==> src/hdl/arps_pkg.sv <==
// ----------------------------------------------------------------------------
// arps_pkg: shared types and constants of the aging priority scheduler
// Client ring cell layout, priority level mapping, register indexes.
// ----------------------------------------------------------------------------
package arps_pkg;

  localparam int NUM_CLIENTS = 64;
  localparam int CIDX_W      = 6;
  localparam int MIN_PRIO    = -20;
  localparam int MAX_PRIO    = 20;
  localparam int LEVELS      = MAX_PRIO - MIN_PRIO + 1;
  localparam int LVL_W       = 6;
  localparam int TICK_W      = 32;
  localparam int SLICE_W     = 17;
  localparam int CFG_W       = 16;
  localparam int CFG_IDX_W   = 2;
  localparam logic [TICK_W-1:0] LONG_RUN_TICKS = 32'd1000;

  // Configuration register indexes
  localparam logic [CFG_IDX_W-1:0] REG_SLICE_INTERVAL  = 2'd0;
  localparam logic [CFG_IDX_W-1:0] REG_SLICE_LIMIT     = 2'd1;
  localparam logic [CFG_IDX_W-1:0] REG_LATENCY_LIMITED = 2'd2;

  typedef struct packed {
    logic signed [5:0]  prio;
    logic [TICK_W-1:0]  stop;
  } cell_t;

  // Priority to level index, clamped to the level table
  function automatic logic [LVL_W-1:0] level_of(logic signed [5:0] p);
    int lv;
    lv = int'(p) - MIN_PRIO;
    if (lv < 0) lv = 0;
    if (lv > LEVELS - 1) lv = LEVELS - 1;
    return LVL_W'(lv);
  endfunction

  // Saturate a raw stop priority to the legal range
  function automatic logic signed [5:0] sat_prio(logic signed [5:0] p);
    logic signed [5:0] r;
    r = p;
    if (int'(p) < MIN_PRIO) r = 6'(MIN_PRIO);
    if (int'(p) > MAX_PRIO) r = 6'(MAX_PRIO);
    return r;
  endfunction

endpackage

==> src/hdl/arps_ls_ram.sv <==
// ----------------------------------------------------------------------------
// arps_ls_ram: last-served client per priority level
// One write and one registered read port; unwritten entries read as zero.
// ----------------------------------------------------------------------------
module arps_ls_ram (
  input  logic                        clk_i,
  input  logic                        rst_ni,
  input  logic                        we_i,
  input  logic [arps_pkg::LVL_W-1:0]  waddr_i,
  input  logic [arps_pkg::CIDX_W-1:0] wdata_i,
  input  logic [arps_pkg::LVL_W-1:0]  raddr_i,
  output logic [arps_pkg::CIDX_W-1:0] rdata_o
);
  import arps_pkg::*;

  logic [CIDX_W-1:0] mem [LEVELS];
  logic [LEVELS-1:0] vld_q;
  logic [CIDX_W-1:0] rdata_q;
  logic              rvld_q;

  always_ff @(posedge clk_i) begin
    if (we_i) mem[waddr_i] <= wdata_i;
    rdata_q <= mem[raddr_i];
  end

  always_ff @(posedge clk_i or negedge rst_ni) begin
    if (!rst_ni) begin
      vld_q  <= '0;
      rvld_q <= 1'b0;
    end else begin
      if (we_i) vld_q[waddr_i] <= 1'b1;
      rvld_q <= vld_q[raddr_i];
    end
  end

  assign rdata_o = rvld_q ? rdata_q : '0;

endmodule

==> config.mk <==
export PLATFORM = sky130hd
export DESIGN_NAME = arps_ls_ram
export DESIGN_NICKNAME = d
export VERILOG_FILES = /design/src/hdl/arps_pkg.sv /design/src/hdl/arps_ls_ram.sv
export SDC_FILE = /design/constraint.sdc
export NUM_CORES = 1
export LEC_CHECK = 0
export BUFFER_PORTS_ARGS = -buffer_cell sky130_fd_sc_hd__buf_2
export CAP_MARGIN = 20
export CORE_MARGIN = 2
export CORE_UTILIZATION = 38
export DETAILED_ROUTE_END_ITERATION = 8
export PLACE_DENSITY_LB_ADDON = 0.25
export REMOVE_ABC_BUFFERS = 1
export SYNTH_ARGS = -nofsm -noshare
export SYNTH_HDL_FRONTEND = slang
export SYNTH_SLANG_ARGS = --single-unit
==> constraint.sdc <==
create_clock -name clk_i -period 2.3 [get_ports clk_i]
set_clock_uncertainty 0.1 [all_clocks]
set_input_delay 0.345 -clock clk_i [delete_from_list [all_inputs] [get_ports clk_i]]
set_output_delay 0.345 -clock clk_i [all_outputs]
set_load 0.01 [all_outputs]
==> metrics.yaml <==
die_y_um: 180
async_flop_share_pct: 14.3
cp_max_fo: 15
wl_per_cell_um: 22.9
setup_tns_ns: 0
cts_setup_buffers: 0
post-place-ws_ns: -0.225
critPathCaptureType: "register"
syn_inst: 677
ys.warnings.count: 0
leakage_nw: 5.10
finalMaxSlewViolations: 0
viasPerCell: 5.34
track_usage_pct: 16.6
drc: 0
hold_violations: 0
mostFrequentLayoutCell: "edfxtp_1"
nNetsFinal: 793
drtIter0Drc: 587
maxCapViolCount: 0
coreArea_um2: 30600
worst_hold_path_type: "input pin to register"
synth_top_area_share_pct: 62.6
setup_slack_ns: 0.275
die_w_um: 180
yosysUniqueCellTypes: 44
cts_resized: 0
ant_nets: 0
rrSetupSlack_ns: 0.41
ios: 27
cts_root_buf: "clkbuf_16"
cts.sinks: 294
syn_to_final_growth_pct: 17.0
crit_required_ns: 2.60
dp_hpwl_mm: 18.2
port_buffers: 26
worstSkewPairLatency_ns: 0.55
synth-edff-count: 246
diodes: 0
multiInputGateArea_um2: 2990
die_area_um2: 32500
routed_wl_mm: 27.3
status: "finished, final reports clean"
grt_pass1_wl_mm: 41.0
max_freq_mhz: 494
syn_area_um2: 11800
cts_max_level: 1
syn_avg_cell_area_um2: 17.4
cts_max_path_buffers: 3
ys_ff_latch: 294
antenna_found_initial: 4
final_cell_mix: "edfxtp_1 (246), mux2i_1 (105), buf_4 (61)"
postLayoutCoreUtil_pct: 45.1
ir_worst_vdd_v: 0.000650
setup_viol: 0
ys_seq_area_share_pct: 72.6
place_congestion: 0.807
rows: 64
crit_type: "input pin to register"
worstPathArrival_ns: 2.33
grt_max_degree: 42
finalCriticalPeriod_ns: 2.03
ys.flop_type: "edfxtp_1"
cts_tree: "built"
layout-drive-gt1-share_pct: 27.8
synth_area_leader_cell: "edfxtp_1"
synthTopCellsByArea: "edfxtp_1 (63%), dfrtp_1 (8.9%), mux2i_1 (8.9%)"
grt_pass1_vias: 6560
seq_area_um2: 8560
first_pass_iters: 5
p_per_area_nw_per_um2: 843
clk_pin_slew_ns: 0.06
start_kind: "input pin"
period_share_pct: 88.0
grt.overflow.total: 0
slew_headroom_pct: 43.8
start_util_pct: 38.6
ctsHoldBuffers: 1
cts_made_buffers: 30
worstMarginPinSlew_ns: 0.843
fill_cells: 2666
vias: 6363
rsz0062_at_grt: "false"
## registers in the layout (all words and copies together) (netlist names)
register,cells
rvld_q,1
mem,246
rdata_q,6
vld_q,41
## where the power goes
part	internal [mW]	leakage, nW	switching, mW
clock network	2.81	0.485	1.93
registers	5.96	2.79	0.0910
logic	0.380	1.83	0.460
## worst paths after layout
kind,from,endpoint,cells after the start
hold reg to reg,vld_q[21]$_DFFE_PN0P_,vld_q[21]$_DFFE_PN0P_,1
hold / removal,raddr_i[4],rvld_q$_DFF_PN0_,3
max in group asynchronous,rst_ni,vld_q[31]$_DFFE_PN0P_,3
min in group asynchronous,rst_ni,rvld_q$_DFF_PN0_,2
setup / recovery,raddr_i[0],rdata_q[0]$_DFF_P_,8
setup reg to reg,vld_q[9]$_DFFE_PN0P_,rvld_q$_DFF_PN0_,4
## cell usage after synthesis (all sizes together) (2+ instances only)
cell type	number
clkbuf	9
nor2	42
or2	43
buf	24
dfrtp	42
o211ai	6
a221oi	13
nor3b	2
nand3	7
o41ai	6
a22o	12
nor3	3
mux2	2
a21oi	15
nand2	15
a22oi	23
edfxtp	246
o22ai	6
mux2i	105
nand2b	4
nor2b	7
and2	7
mux4	21
dfxtp	6
## kinds of logic after synthesis
family                 Yosys count  synth area share [%]
DFF                            294                  72.6
buffers and inverters           34                  2.10
AOI/OAI and AO/OA               85                  6.11
muxes                          128                  13.2
and+or+nand+nor                136                  6.01
## per-layer routing
metal	vias to the layer above	routed length [um]	global-route usage, %	share of wire [%]
met4	6	539	4.13	2.0
met3	53	2120	3.68	7.8
met5	-	34	0	0.12
li1	2849	-	-	-
met2	226	13000	27.0	48
met1	3229	11600	22.9	43
## layout make-up
cell class	count	area share [%]
sequential	294	62.0
multi-input combinational	349	21.7
clock buffer	43	6.24
timing repair buffer	96	5.54
tap	396	3.59
clock inverter	13	0.844
inverter	1	0.0272
## metrics by stage
| step | std cells | cell area (um2) | power [mW] | hold slack, ns |
|---|---|---|---|---|
| 2_1_floorplan | 644 | 11500 | 6.55 | -0.0506 |
| 3_3_place_gp | 1135 | 12800 | 6.98 | 0.268 |
| 3_5_place_dp | 1135 | 12800 | 7.00 | 0.283 |
| 4_1_cts | 1192 | 13800 | 11.7 | 0.124 |
| 5_1_grt | 1192 | 13800 | 12.0 | 0.160 |
| 6_report | 1192 | 13800 | 11.6 | 0.131 |
## critical path, stage by stage
cell,delay (ns)
buf_6,0.24
buf_12,0.19
buf_4,0.20
mux2i_1,0.09
a22o_1,0.24
a221oi_1,0.39
o22ai_1,0.19
o31ai_1,0.41
Power figures use the tool's default switching activity.
