--- src/hdl/arps_pkg.sv ---
// ----------------------------------------------------------------------------
// arps_pkg: shared types and constants of the aging priority scheduler
// Client ring cell layout, priority level mapping, register indexes.
// ----------------------------------------------------------------------------
package arps_pkg;

  localparam int NUM_CLIENTS = 64;
  localparam int CIDX_W      = 6;
  localparam int MIN_PRIO    = -20;
  localparam int MAX_PRIO    = 20;
  localparam int LEVELS      = MAX_PRIO - MIN_PRIO + 1;
  localparam int LVL_W       = 6;
  localparam int TICK_W      = 32;
  localparam int SLICE_W     = 17;
  localparam int CFG_W       = 16;
  localparam int CFG_IDX_W   = 2;
  localparam logic [TICK_W-1:0] LONG_RUN_TICKS = 32'd1000;

  // Configuration register indexes
  localparam logic [CFG_IDX_W-1:0] REG_SLICE_INTERVAL  = 2'd0;
  localparam logic [CFG_IDX_W-1:0] REG_SLICE_LIMIT     = 2'd1;
  localparam logic [CFG_IDX_W-1:0] REG_LATENCY_LIMITED = 2'd2;

  typedef struct packed {
    logic signed [5:0]  prio;
    logic [TICK_W-1:0]  stop;
  } cell_t;

  // Priority to level index, clamped to the level table
  function automatic logic [LVL_W-1:0] level_of(logic signed [5:0] p);
    int lv;
    lv = int'(p) - MIN_PRIO;
    if (lv < 0) lv = 0;
    if (lv > LEVELS - 1) lv = LEVELS - 1;
    return LVL_W'(lv);
  endfunction

  // Saturate a raw stop priority to the legal range
  function automatic logic signed [5:0] sat_prio(logic signed [5:0] p);
    logic signed [5:0] r;
    r = p;
    if (int'(p) < MIN_PRIO) r = 6'(MIN_PRIO);
    if (int'(p) > MAX_PRIO) r = 6'(MAX_PRIO);
    return r;
  endfunction

endpackage

--- src/hdl/arps_cell.sv ---
// ----------------------------------------------------------------------------
// arps_cell: one client slot of the rotating state ring
// Holds priority and stop tick; loads from its neighbor on shift.
// ----------------------------------------------------------------------------
module arps_cell (
  input  logic          clk_i,
  input  logic          rst_ni,
  input  logic          shift_i,
  input  logic          wr_i,
  input  arps_pkg::cell_t nbr_i,
  input  arps_pkg::cell_t wr_data_i,
  output arps_pkg::cell_t cell_o
);
  import arps_pkg::*;

  cell_t cell_q;

  always_ff @(posedge clk_i or negedge rst_ni) begin
    if (!rst_ni) begin
      cell_q <= '0;
    end else if (shift_i) begin
      cell_q <= nbr_i;
    end else if (wr_i) begin
      cell_q <= wr_data_i;
    end
  end

  assign cell_o = cell_q;

endmodule

--- config.mk ---
export PLATFORM = sky130hd
export DESIGN_NAME = arps_cell
export DESIGN_NICKNAME = d
export VERILOG_FILES = /design/src/hdl/arps_pkg.sv /design/src/hdl/arps_cell.sv
export SDC_FILE = /design/constraint.sdc
export NUM_CORES = 1
export LEC_CHECK = 0
export BUFFER_PORTS_ARGS = -buffer_cell sky130_fd_sc_hd__clkbuf_2
export CORE_UTILIZATION = 37
export CTS_CLUSTER_DIAMETER = 40
export DETAILED_ROUTE_END_ITERATION = 8
export HOLD_SLACK_MARGIN = 0.05
export PLACE_DENSITY = 0.75
export REMOVE_ABC_BUFFERS = 1
export SKIP_CTS_REPAIR_TIMING = 1
export SYNTH_ARGS = -nofsm -noshare
export SYNTH_HDL_FRONTEND = slang
export SYNTH_SLANG_ARGS = --single-unit
--- constraint.sdc ---
create_clock -name clk_i -period 0.8 [get_ports clk_i]
set_input_delay 0.24 -clock clk_i [delete_from_list [all_inputs] [get_ports clk_i]]
set_output_delay 0.24 -clock clk_i [all_outputs]
set_load 0.02 [all_outputs]
==> run metrics, run 1 <==
gpl congestion=between 0.7 and 0.8; Avg Synthesized Cell Area=~11 um2; clock root buffer=sky130_fd_sc_hd__clkbuf_8; Power per Cell Area=~1700 mW/mm2; DIE HEIGHT=71.0 um; gate family responsible for the most delay along the worst path=flip-flops; number of flip-flops under the largest register name=38; headroom to the max-slew limit=0.824; per-cell routed wire length=between 10 and 15 um; hold wc startpoint=nbr_i[19]; diode insertion count for antenna repair=0; vias in the first global route=around 1.5k; shortest clock period the worst path allows after layout=1.08 ns; starting density of the core=0.393; final instance area=around 0.0029 mm2; Die Width=just over 70 um; Initial DRT Pass Iterations=6; row count=24; Area growth syn-to-layout=62.1%; post-route fraction of the period consumed by the critical path=1.35; layout cell share with drive strength beyond 1=0.478; worst ir drop on vdd=~900 uV; routed via count=roughly 1.7k; worst setup timing slack at the placement stage=-0.230 ns; Worst Hold Endpoint=cell_o[19]; HPWL after detailed placement=3220 um; crit path buf inv count=1; final layout net count=around 380; CP peak stage delay=approximately 0.41 ns; routed vias/inst=around 4.8; yosys warns=0; clock skew after layout=0 ns; H-tree depth=2; biggest fanout along the worst timing path=2; Max Buffers Root-to-Sink=2; critical path type=flop to primary output; slack of the critical path=-0.277 ns; Core Region=roughly 0.0045 mm2; number of cells traversed by the worst register-to-register path=3; most area-consuming cells after synthesis=sky130_fd_sc_hd__dfrtp_1 54%, sky130_fd_sc_hd__mux2i_1 22%, sky130_fd_sc_hd__o21ai_1 11%; register bit total from synthesis=38; gr usage total=0.166; cell type with the highest aggregate area in the netlist=sky130_fd_sc_hd__dfrtp_1; iteration-0 DRC count of the detailed router=151; number of standard cells after synthesis=164; proportion of netlist area held by the largest area contributor=0.541; total setup violations reported at the end of the flow=between 50 and 60; clock transition at the register clock pins on the worst setup and hold paths after CTS=roughly 0.070 ns; clock latency at the later pin of the worst-skew pair=0.28 ns; max-cap viol count=0; area after detailed placement=between 0.002 and 0.0025 mm2; maximum frequency from static timing analysis=a little over 900 MHz; antenna-violating nets left=0; DRC Markers=8; clock tree from TritonCTS=yes; status=finished, violations left; category of the worst setup path launch point=flop; crit path cell chain=buf_6; data arrival time of the critical path=approximately 0.84 ns; startpoint of the most critical register-to-register path=cell_o[2]; endpoint kind of the worst setup timing path=primary output; GRT overflow=0; first-pass GRT wire length=roughly 6500 um; violations in the final reports=design-rule violations, negative setup slack; pin count of the biggest net entering global routing=35; cell with the biggest individual delay on the critical path=sky130_fd_sc_hd__dfrtp_1; Worst R2R Setup Slack=-0.07 ns; number of antenna violations at the first check in global routing=0; total of buffers placed on input and output ports=around 120; kind of path behind the tightest hold check=input port to flop; area of the die=about 0.0050 mm2; RSZ-0062 raised after global routing=yes; WL final=4430 um; data required time of the critical path=between 0.5 and 0.6 ns; area of the mapped netlist=0.00176 mm2; number of buffers created by CTS=5; standby leakage power=between 1.5 and 2 nW; sequential cell area fraction in the yosys report=0.541; transition time at the pin with the least slew margin=roughly 0.26 ns; Unique masters post-synth=9; FF-to-FF End=cell_o[2]; number of max-slew violations in the final report=0; number of primary I/O pins=118; final number of hold-violating endpoints=0; cell depth of the worst min-delay path=3; CTS sink cnt=38
cell type report:
| type | count | area (um2) |
|---|---|---|
| sequential | 38 | 951 |
| clock buffer | 7 | 76.3 |
| multi-input combinational | 114 | 713 |
| fill | 369 | 1620 |
| timing repair buffer | 138 | 1050 |
| tap | 52 | 65.1 |
per-stage QoR:
| step | instances | hold WS (ns) | utilization | power (mW) | setup TNS [ns] |
|---|---|---|---|---|---|
| finish | 349 | 0.169 | 0.637 | 4.82 | -10.08 |
| global route | 349 | 0.159 | 0.637 | 5.11 | -12.11 |
| CTS | 335 | -0.0901 | 0.560 | 4.53 | -10.32 |
| detailed placement | 328 | 0.216 | 0.543 | 3.33 | -7.48 |
| global placement | 328 | 0.213 | 0.543 | 3.30 | -6.63 |
| floorplan | 152 | -0.0556 | - | 2.71 | 0 |
cell usage after synthesis:
cell type                  number
sky130_fd_sc_hd__buf_2          5
sky130_fd_sc_hd__dfrtp_1       38
sky130_fd_sc_hd__mux2i_1       38
sky130_fd_sc_hd__buf_12         2
sky130_fd_sc_hd__buf_4          1
sky130_fd_sc_hd__clkbuf_1       3
sky130_fd_sc_hd__buf_6          1
sky130_fd_sc_hd__o21ai_1       38
sky130_fd_sc_hd__nand2_1       38
routing by layer:
layer	GRT usage	up-vias	part of all wire
met4	0.0467	0	0.0032
li1	-	827	-
met3	0.0627	2	0.077
met2	0.287	73	0.54
met1	0.194	763	0.38
met5	0	-	0
worst max path at each step:
stage	slack, ns	end	cells past startpoint	from
2_1_floorplan	0.05	cell_o[0]	2	cell_o[0]
3_3_place_gp	-0.19	cell_o[19]	4	wr_i
3_5_place_dp	-0.23	cell_o[2]	4	wr_i
4_1_cts	-0.29	cell_o[37]	1	cell_o[37]
5_1_grt	-0.31	cell_o[24]	1	cell_o[24]
6_report	-0.28	cell_o[37]	1	cell_o[37]
power breakdown:
group / total [mW] / switching (mW) / internal [mW]
clock: 1.19 / 0.586 / 0.599
combinational: 1.39 / 0.630 / 0.761
sequential: 2.24 / 0.140 / 2.10
cell families after synthesis:
| group | Yosys count | synth area share |
|---|---|---|
| compound gates | 38 | 0.108 |
| mux | 38 | 0.216 |
| flops | 38 | 0.541 |
| simple gates | 38 | 0.0811 |
| buf+inv | 12 | 0.0541 |
placed cells by master (no fill, tap or decap), drive strengths merged:
master	Yosys	final
buf	9	58
nand2	38	38
o21ai	38	38
dfrtp	38	38
clkbuf	3	86
mux2i	38	38
dlygate4sd3	0	1
worst register-to-register path, stage by stage, from the launching register on:
cell	delay, ns
sky130_fd_sc_hd__dfrtp_1	0.40
sky130_fd_sc_hd__buf_4	0.14
sky130_fd_sc_hd__mux2i_1	0.14
sky130_fd_sc_hd__o21ai_1	0.08
(Power assumes the default switching activity.)
==> run 2, diff against run 1 <==
BUFFER_PORTS_ARGS = not set   (was -buffer_cell sky130_fd_sc_hd__clkbuf_2)
CORE_UTILIZATION = 55   (was 37)
DONT_BUFFER_PORTS = 1   (was not set)
PLACE_DENSITY = 0.73   (was 0.75)
==> run 2 against run 1 <==
Effect of this change:
- die area is 32% lower
- sequential share of layout area is 4.6 points higher
- sequential power is 3% higher
- critical path type unchanged
- wire length is 2.3% lower
- clock power is 24% lower
- clock-buffer cell count stayed put
- largest power group unchanged
- the run ends with negative hold slack, negative setup slack left
- power is 7.8% lower
- worst hold slack worse by 0.58 ns
==> run metrics, run 2 (synthesis results as in run 1) <==
clock transition at the register clock pins on the worst setup and hold paths after CTS=0.10 ns (+0.03 ns); iteration-0 DRC count of the detailed router=76 (-50%); first-pass GRT wire length=5940 um (-8.9%); max-cap viol count=0 (unchanged); final instance area=0.00252 mm2 (-12%); data required time of the critical path=0.56 ns (about the same); worst setup timing slack at the placement stage=-0.0286 ns (+0.201 ns); kind of path behind the tightest hold check=input port to async pin; routed via count=1367 (-18%); worst ir drop on vdd=1330 uV (+48%); shortest clock period the worst path allows after layout=1.15 ns (+0.0718 ns); Max Buffers Root-to-Sink=2 (unchanged); CTS sink cnt=38 (unchanged); hold slack=-0.415 ns (-0.584 ns); standby leakage power=1.19 nW (-23%); maximum frequency from static timing analysis=870 MHz (-6.2%); status=finished, violations left; final number of hold-violating endpoints=48 (+48); DIE HEIGHT=58.6 um (-17%); antenna-violating nets left=0 (unchanged); total setup violations reported at the end of the flow=47 (-7.8%); diode insertion count for antenna repair=0 (unchanged); Core Region=0.00305 mm2 (-32%); DRC Markers=0 (-8); per-cell routed wire length=17.7 um (+40%); category of the worst setup path launch point=flop; gr usage total=0.240 (+0.0734); clock root buffer=sky130_fd_sc_hd__clkbuf_4; Area growth syn-to-layout=43.1%; WL final=4330 um (-2.3%); Die Width=58.6 um (-17%); fill cell count=192 (-48%); Total Neg Setup Slack=-13.17 ns (-3.08 ns); clock skew after layout=0 ns (unchanged); crit path buf inv count=1 (unchanged); layout cell share with drive strength beyond 1=0.250 (-0.228); area of the die=0.00343 mm2 (-32%); RSZ-0062 raised after global routing=yes; placed insts=231 (-30%); clock latency at the later pin of the worst-skew pair=0.33 ns (+0.05 ns); biggest fanout along the worst timing path=2 (unchanged); Power per Cell Area=1760 mW/mm2 (+4.4%); vias in the first global route=1358 (-8.7%); gate family responsible for the most delay along the worst path=flip-flops; number of primary I/O pins=118 (unchanged); post-route fraction of the period consumed by the critical path=1.44 (+0.0897); final core occ=0.825 (+0.187); Initial DRT Pass Iterations=4 (-2); total of buffers placed on input and output ports=0 (-100%); post-layout instance count excluding filler cells=244 (-30%); row count=20 (-17%); endpoint kind of the worst setup timing path=primary output; total power draw=4.44 mW (-7.8%); data arrival time of the critical path=0.91 ns (+0.07 ns); number of max-slew violations in the final report=0 (unchanged); number of antenna violations at the first check in global routing=0 (unchanged); CP peak stage delay=0.43 ns (+0.02 ns); starting density of the core=0.576 (+0.183); highest-count cells in the layout ignoring fill and taps=38 x sky130_fd_sc_hd__nand2_1, 38 x sky130_fd_sc_hd__o21ai_1, 37 x sky130_fd_sc_hd__mux2i_1, 35 x sky130_fd_sc_hd__dfrtp_1, 35 x sky130_fd_sc_hd__buf_12; transition time at the pin with the least slew margin=0.168 ns (-0.0953 ns); number of flip-flops under the largest register name=38 (unchanged); slack of the critical path=-0.349 ns (-0.0718 ns); pin count of the biggest net entering global routing=77 (+120%); HPWL after detailed placement=3040 um (-5.6%); cell with the biggest individual delay on the critical path=sky130_fd_sc_hd__dfrtp_1; violations in the final reports=negative hold slack, negative setup slack; H-tree depth=2 (unchanged); routed vias/inst=5.60 (+17%); critical path type=flop to primary output; final layout net count=280 (-26%); crit path cell chain=buf_12; area after detailed placement=0.00242 mm2 (-0.41%); GRT overflow=0 (unchanged); gpl congestion=0.657 (-9.1%); number of buffers created by CTS=5 (unchanged); headroom to the max-slew limit=0.885 (+0.0603); clock tree from TritonCTS=yes
run 2: per-layer routing:
layer / wire (um) / GRT usage
met4: 167 / 0.133
met3: 315 / 0.0703
met2: 2320 / 0.435
met5: 0 / 0
met1: 1520 / 0.246
run 2: power breakdown:
part           switching (mW)  total (mW)  internal, mW
Sequential              0.210        2.31          2.10
Combinational           0.427        1.23         0.803
Clock                   0.568       0.900         0.332
Total                    1.21        4.44          3.24
run 2: final timing paths:
kind | from | endpoint | slack, ns | cells past startpoint
min in group clk_i | shift_i | cell_o[20] | -0.01 | 1
min reg2reg | cell_o[9] | cell_o[9] | 0.62 | 2
max | cell_o[37] | cell_o[37] | -0.35 | 1
min | rst_ni | cell_o[33] | -0.41 | 0
max in group asynchronous | rst_ni | cell_o[2] | 1.12 | 0
max reg2reg | cell_o[16] | cell_o[16] | -0.16 | 3
run 2: cell type report:
cell class / instances / area, um2 / area share
repair buffers: 41 / 746 / 0.296
flip-flops and latches: 38 / 955 / 0.379
multi-input cells: 114 / 717 / 0.285
well taps: 44 / 55.1 / 0.0219
clock buffers: 7 / 45.0 / 0.0179
